--- config.mk ---
export PLATFORM = sky130hd
export DESIGN_NAME = mfba_ctrl
export DESIGN_NICKNAME = d
export VERILOG_FILES = /design/src/rtl/mfba_pkg.sv /design/src/rtl/mfba_ctrl.sv
export SDC_FILE = /design/constraint.sdc
export NUM_CORES = 1
export LEC_CHECK = 0
export ABC_CLOCK_PERIOD_IN_PS = 5800
export BUFFER_PORTS_ARGS = -buffer_cell sky130_fd_sc_hd__clkbuf_2
export CAP_MARGIN = 30
export CORE_MARGIN = 3
export CORE_UTILIZATION = 57
export CTS_CLUSTER_DIAMETER = 60
export DETAILED_ROUTE_END_ITERATION = 6
export HOLD_SLACK_MARGIN = 0.02
export PLACE_DENSITY_LB_ADDON = 0.3
export SLEW_MARGIN = 40
export SYNTH_ARGS = -nofsm -noshare
export SYNTH_HDL_FRONTEND = slang
export SYNTH_SLANG_ARGS = --single-unit
--- constraint.sdc ---
create_clock -name clk -period 5.8 [get_ports clk]
set_clock_uncertainty 0.2 [all_clocks]
set_input_delay 0.87 -clock clk [delete_from_list [all_inputs] [get_ports clk]]
set_output_delay 0.87 -clock clk [all_outputs]
set_load 0.03 [all_outputs]
--- src/rtl/mfba_pkg.sv ---
package mfba_pkg;

    localparam int MAX_VERTICES_DEF = 16;
    localparam int CAP_WIDTH_DEF    = 16;
    localparam int VCOUNT_W         = 5;
    localparam int ROW_W            = 4;
    localparam int CAPIN_W          = 16;
    localparam int TOTAL_W          = 20;

    // datapath command codes
    typedef enum logic [3:0] {
        CMD_NOP,
        CMD_WRITE,      // store one capacity entry
        CMD_CLR_STEP,   // clear flow entry at sweep address
        CMD_BFS_INIT,   // set visited and frontier to the source, clear next frontier
        CMD_BFS_READ,   // read residual at (u, v)
        CMD_BFS_LEVEL,  // frontier <= next frontier
        CMD_BN_READ,    // read residual along path
        CMD_AUG_FWD,    // flow[p][v] += bottleneck
        CMD_AUG_REV,    // flow[v][p] -= bottleneck
        CMD_SUM_READ,   // read flow[0][v]
        CMD_CAP_CLR     // clear capacity entry at sweep address
    } cmd_t;

    typedef struct packed {
        cmd_t cmd;
        logic bn_init;
        logic sum_init;
    } ctrl_t;

    typedef struct packed {
        logic sink_found;   // visited[n-1]
        logic frontier_any; // frontier non-empty
        logic at_source;    // parent of the path walk vertex is vertex 0
    } stat_t;

endpackage

--- src/rtl/mfba_ctrl.sv ---
module mfba_ctrl #(
    parameter int MAX_VERTICES = mfba_pkg::MAX_VERTICES_DEF,
    parameter int VW           = $clog2(MAX_VERTICES)
) (
    input  logic            clk,
    input  logic            rst_n,
    input  logic            start,
    input  logic            last,
    input  logic [VW-1:0]   in_row,
    input  logic [VW-1:0]   in_col,
    input  logic            in_ok,
    input  logic [VW-1:0]   sink,
    input  logic [VW-1:0]   parent_of_walk,
    input  mfba_pkg::stat_t stat,
    output mfba_pkg::ctrl_t ctrl,
    output logic [VW-1:0]   addr_u,
    output logic [VW-1:0]   addr_v,
    output logic [VW-1:0]   walk_sel,
    output logic            busy,
    output logic            done
);
    typedef enum logic [3:0] {
        S_RCLR, S_IDLE, S_FCLR, S_BINIT, S_BCHK, S_BSCAN, S_BWAIT, S_BLVL,
        S_BN, S_AFWD, S_AREV, S_SUM, S_SUMW, S_CCLR, S_DONE
    } state_t;

    state_t          state_reg, state_next;
    logic [2*VW-1:0] cnt_reg, cnt_next;
    logic [VW-1:0]   wv_reg, wv_next;
    logic [1:0]      ph_reg, ph_next;
    logic            cnt_end;

    assign cnt_end = cnt_reg == '1;

    always_comb
    begin
        state_next = state_reg;
        cnt_next   = cnt_reg;
        wv_next    = wv_reg;
        ph_next    = ph_reg;
        ctrl       = '{cmd: mfba_pkg::CMD_NOP, bn_init: 1'b0, sum_init: 1'b0};
        addr_u     = cnt_reg[2*VW-1:VW];
        addr_v     = cnt_reg[VW-1:0];
        unique case (state_reg)
            S_RCLR:
            begin
                // capacity memory clear after reset
                ctrl.cmd = mfba_pkg::CMD_CAP_CLR;
                cnt_next = cnt_reg + 1'b1;
                if (cnt_end) state_next = S_IDLE;
            end
            S_IDLE:
                if (start)
                begin
                    addr_u = in_row;
                    addr_v = in_col;
                    if (in_ok) ctrl.cmd = mfba_pkg::CMD_WRITE;
                    if (last)
                    begin
                        state_next = S_FCLR;
                        cnt_next   = '0;
                    end
                end
            S_FCLR:
            begin
                ctrl.cmd = mfba_pkg::CMD_CLR_STEP;
                cnt_next = cnt_reg + 1'b1;
                if (cnt_end) state_next = S_BINIT;
            end
            S_BINIT:
            begin
                ctrl.cmd   = mfba_pkg::CMD_BFS_INIT;
                state_next = S_BCHK;
            end
            S_BCHK:
                if (stat.sink_found)
                begin
                    state_next   = S_BN;
                    wv_next      = sink;
                    ctrl.bn_init = 1'b1;
                end
                else if (!stat.frontier_any)
                begin
                    state_next    = S_SUM;
                    cnt_next      = '0;
                    ctrl.sum_init = 1'b1;
                end
                else
                begin
                    state_next = S_BSCAN;
                    cnt_next   = '0;
                end
            S_BSCAN:
            begin
                // u descending for highest-numbered parent
                addr_u = ~cnt_reg[2*VW-1:VW];
                if (cnt_reg[VW-1:0] <= sink && ~cnt_reg[2*VW-1:VW] <= sink)
                    ctrl.cmd = mfba_pkg::CMD_BFS_READ;
                cnt_next = cnt_reg + 1'b1;
                if (cnt_end) state_next = S_BWAIT;
            end
            S_BWAIT:
                // last scan read resolves here
                state_next = S_BLVL;
            S_BLVL:
            begin
                ctrl.cmd   = mfba_pkg::CMD_BFS_LEVEL;
                state_next = S_BCHK;
            end
            S_BN:
            begin
                // read residual(parent, wv) in phase 0, step to the parent in phase 1
                addr_u = parent_of_walk;
                addr_v = wv_reg;
                if (ph_reg == 2'd0)
                begin
                    ctrl.cmd = mfba_pkg::CMD_BN_READ;
                    ph_next  = 2'd1;
                end
                else
                begin
                    ph_next = 2'd0;
                    wv_next = parent_of_walk;
                    if (stat.at_source)
                    begin
                        wv_next    = sink;
                        state_next = S_AFWD;
                    end
                end
            end
            S_AFWD:
            begin
                addr_u = parent_of_walk;
                addr_v = wv_reg;
                // phase 0 reads, phase 1 writes
                ph_next = ph_reg + 1'b1;
                if (ph_reg == 2'd1) ctrl.cmd = mfba_pkg::CMD_AUG_FWD;
                if (ph_reg == 2'd1)
                begin
                    ph_next    = 2'd0;
                    state_next = S_AREV;
                end
            end
            S_AREV:
            begin
                addr_u  = wv_reg;
                addr_v  = parent_of_walk;
                ph_next = ph_reg + 1'b1;
                if (ph_reg == 2'd1)
                begin
                    ctrl.cmd   = mfba_pkg::CMD_AUG_REV;
                    ph_next    = 2'd0;
                    wv_next    = parent_of_walk;
                    state_next = stat.at_source ? S_BINIT : S_AFWD;
                end
            end
            S_SUM:
            begin
                addr_u = '0;
                if (cnt_reg[VW-1:0] <= sink) ctrl.cmd = mfba_pkg::CMD_SUM_READ;
                cnt_next = cnt_reg + 1'b1;
                if (cnt_reg[VW-1:0] == '1) state_next = S_SUMW;
            end
            S_SUMW:
            begin
                cnt_next   = '0;
                state_next = S_CCLR;
            end
            S_CCLR:
            begin
                ctrl.cmd = mfba_pkg::CMD_CAP_CLR;
                cnt_next = cnt_reg + 1'b1;
                if (cnt_end) state_next = S_DONE;
            end
            S_DONE:
                state_next = S_IDLE;
            default:
                state_next = S_IDLE;
        endcase
    end

    always_ff @(posedge clk or negedge rst_n)
    begin
        if (!rst_n)
        begin
            state_reg <= S_RCLR;
            cnt_reg   <= '0;
            wv_reg    <= '0;
            ph_reg    <= '0;
        end
        else
        begin
            state_reg <= state_next;
            cnt_reg   <= cnt_next;
            wv_reg    <= wv_next;
            ph_reg    <= ph_next;
        end
    end

    assign walk_sel = wv_reg;
    assign busy     = state_reg != S_IDLE;
    assign done     = state_reg == S_DONE;
endmodule
==> flow_summary.json <==
{
  "status": "complete, no violations",
  "report.final.slew_viol_count": 0,
  "yosys.area.top_type": "dfrtp_1",
  "fp-row-count": 19,
  "worstPathCellList": "nor2b_1 > and3_1 > a22oi_1 > o21ai_0 > clkbuf_2",
  "htree_levels": 1,
  "insertion_delay_ns": 0.31,
  "crit_required_ns": 4.73,
  "ys.flop_type": "dfrtp_1",
  "ant_nets": 0,
  "path_buf_inv": 1,
  "fmax_mhz": 274.9,
  "maxCapViolCount": 0,
  "drc": 0,
  "rsz0062_at_grt": "no",
  "die_x_um": 60.28,
  "io_buffers": 43,
  "design_area_sq_um": 1911,
  "diodes": 0,
  "finalSetupViolations": 0,
  "grt_pass1_vias": 1501,
  "area_growth_pct": 13.79,
  "busiest_layer": "met1",
  "wl_per_cell_um": 15.09,
  "yosys-top-cells-area": "dfrtp_1 (27%), ha_1 (6.7%), nand2_1 (6.5%)",
  "hold_class": "input port to asynchronous set/reset pin",
  "period_needed_ns": 3.637,
  "tightestPinTransition_ns": 0.7619,
  "dpl_cell_area_sq_um": 1874,
  "slew_headroom_pct": 49.21,
  "ys_ff_latch": 18,
  "critPathSlowestCell": "dfrtp_1",
  "clock-sinks": 18,
  "largest_reg_flops": 8,
  "yosysTopAreaCellShare_pct": 26.83,
  "hold_viol": 0,
  "antenna_found_initial": 0,
  "fillers": 235,
  "end_kind": "primary output",
  "fin_tns_setup_ns": 0,
  "avgSynthCellArea_sq_um": 7.632,
  "ys_async_sr_fraction_pct": 100.0,
  "grtUsageMet1_pct": 37.60,
  "cpLargestDelayFamily": "simple AND/OR/NAND/NOR gates",
  "syn-num-nets": 253,
  "met2_usage_pct": 36.57,
  "power_mw": 1.135,
  "start_util_pct": 60.37,
  "clk_pin_slew_ns": 0.12,
  "final_layout_size_suffix_gt1_share_pct": 22.75,
  "fin_crit_sh_pct": 62.71,
  "grt_usage_pct": 25.53,
  "dieHeight_um": 60.28,
  "vdd_drop_max_uv": 436.5,
  "post_cts_buffers": 0,
  "synth-edff-count": 0,
  "synth_common_cells": "nand2_1 (29), o21ai_0 (21), nor2_1 (20)",
  "synthesis.area_sq_um": 1679,
  "critPathMaxStageDelay_ns": 0.68,
  "drtIter0Drc": 194,
  "clk_path_buf_depth": 2,
  "ys_warn_count": 0,
  "synthMostInstantiatedCell": "nand2_1",
  "vias_per_cell": 6.231,
  "synth_cell_type_count": 49,
  "io_pins": 44,
  "ff2ff_path_depth": 5,
  "grt_use_met3_pct": 4.320,
  "leakagePower_nw": 0.9438,
  "cp.depth": 5,
  "cts_root_buf": "clkbuf_4",
  "cp_max_fo": 19,
  "ys_seq_area_share_pct": 26.83,
  "routed_wl_um": 4317,
  "syn_inst": 220,
  "holdBufCountCts": 0,
  "crit_type": "flip-flop to primary output",
  "grt_max_degree": 22,
  "vias": 1782,
  "cts_tree": "yes",
  "grt_overflow_total": 0,
  "postCtsResizedCells": 0,
  "dr.pass1.iters": 5,
  "crit_arrival_ns": 2.57,
  "die-area_sq_um": 3633,
  "fp.coreArea_sq_um": 2781,
  "grt_pass1_wl_um": 6906,
  "cts_buffers": 3,
  "nets": 289,
  "gp_congestion": 0.8800,
  "cellPowerDensity_nw_per_um2": 594.2,
  "hpwl_um": 3275,
  "critPathLaunchType": "flip-flop"
}
==> per-stage QoR <==
| stage | util (%) | std cells | setup slack (ns) | hold slack [ns] |
|---|---|---|---|---|
| floorplan | - | 220 | 2.437 | 0.3106 |
| global placement | 67.39 | 282 | 2.534 | 0.3651 |
| detailed placement | 67.39 | 282 | 2.501 | 0.3750 |
| CTS | 68.69 | 286 | 2.201 | 0.2990 |
| global route | 68.69 | 286 | 1.917 | 0.3067 |
| finish | 68.69 | 286 | 2.163 | 0.2862 |
==> per-layer routing <==
metal / share of wire (%) / vias to the layer above
met3: 9.7 / 4
met1: 46 / 802
met4: 1.5 / 0
met5: 0 / -
li1: - / 889
met2: 43 / 87
==> layout make-up <==
cell class	count	area, sq um	area share (%)
timing repair buffer	44	222.7	11.66
multi-input combinational	174	1106	57.89
clock buffer	4	36.28	1.899
tap	31	38.79	2.030
sequential	18	450.4	23.58
inverter	15	56.30	2.947
==> cells in the final DEF, fill, tap and decap left out, drive strengths merged, types with 2 or more instances in the layout <==
cell	count
a31oi	4
dfrtp	18
nor3	5
o22ai	3
and3	4
inv	15
o21ai	21
nand3	8
mux2i	5
nand2b	2
o211ai	4
a21oi	20
nor2b	5
ha	9
o31ai	2
a222oi	8
nand2	29
a221oi	2
o211a	2
and2	2
nor2	20
clkbuf	47
==> final timing paths <==
path                               from           end  slack [ns]
setup / recovery           state_reg[0]       ctrl[2]        2.16
hold / removal                    rst_n  state_reg[2]        0.29
setup reg to reg           state_reg[0]    cnt_reg[3]        3.08
hold reg to reg               ph_reg[1]     ph_reg[1]        0.39
max in group asynchronous         rst_n    cnt_reg[0]        4.79
min in group clk              ph_reg[1]     ph_reg[1]        0.39
==> power by group <==
part	internal (mW)	switching, mW
Combinational	0.274	0.502
Clock	0.0384	0.0449
Sequential	0.170	0.105
==> cell families (layout without fill, tap and decap cells) <==
group                    count (synthesis)  count (layout)  synth area share (%)
multiplexers                             6               6                 3.875
flip-flops                              18              18                 26.83
adder cells (fa/ha/maj)                  9               9                 6.707
buffers and inverters                   28              63                 7.302
AND/OR/NAND/NOR                         82              82                 24.37
AO/OA/AOI/OAI                           77              77                 30.93
==> worst reg2reg max path, cell delays in order (launching register included) <==
cell and delay (ns):
dfrtp_1 0.68, nor2b_1 0.58, nand2_1 0.20, o221ai_1 0.66, o21ai_0 0.21, o31ai_1 0.10
Power figures use the tool's default switching activity.
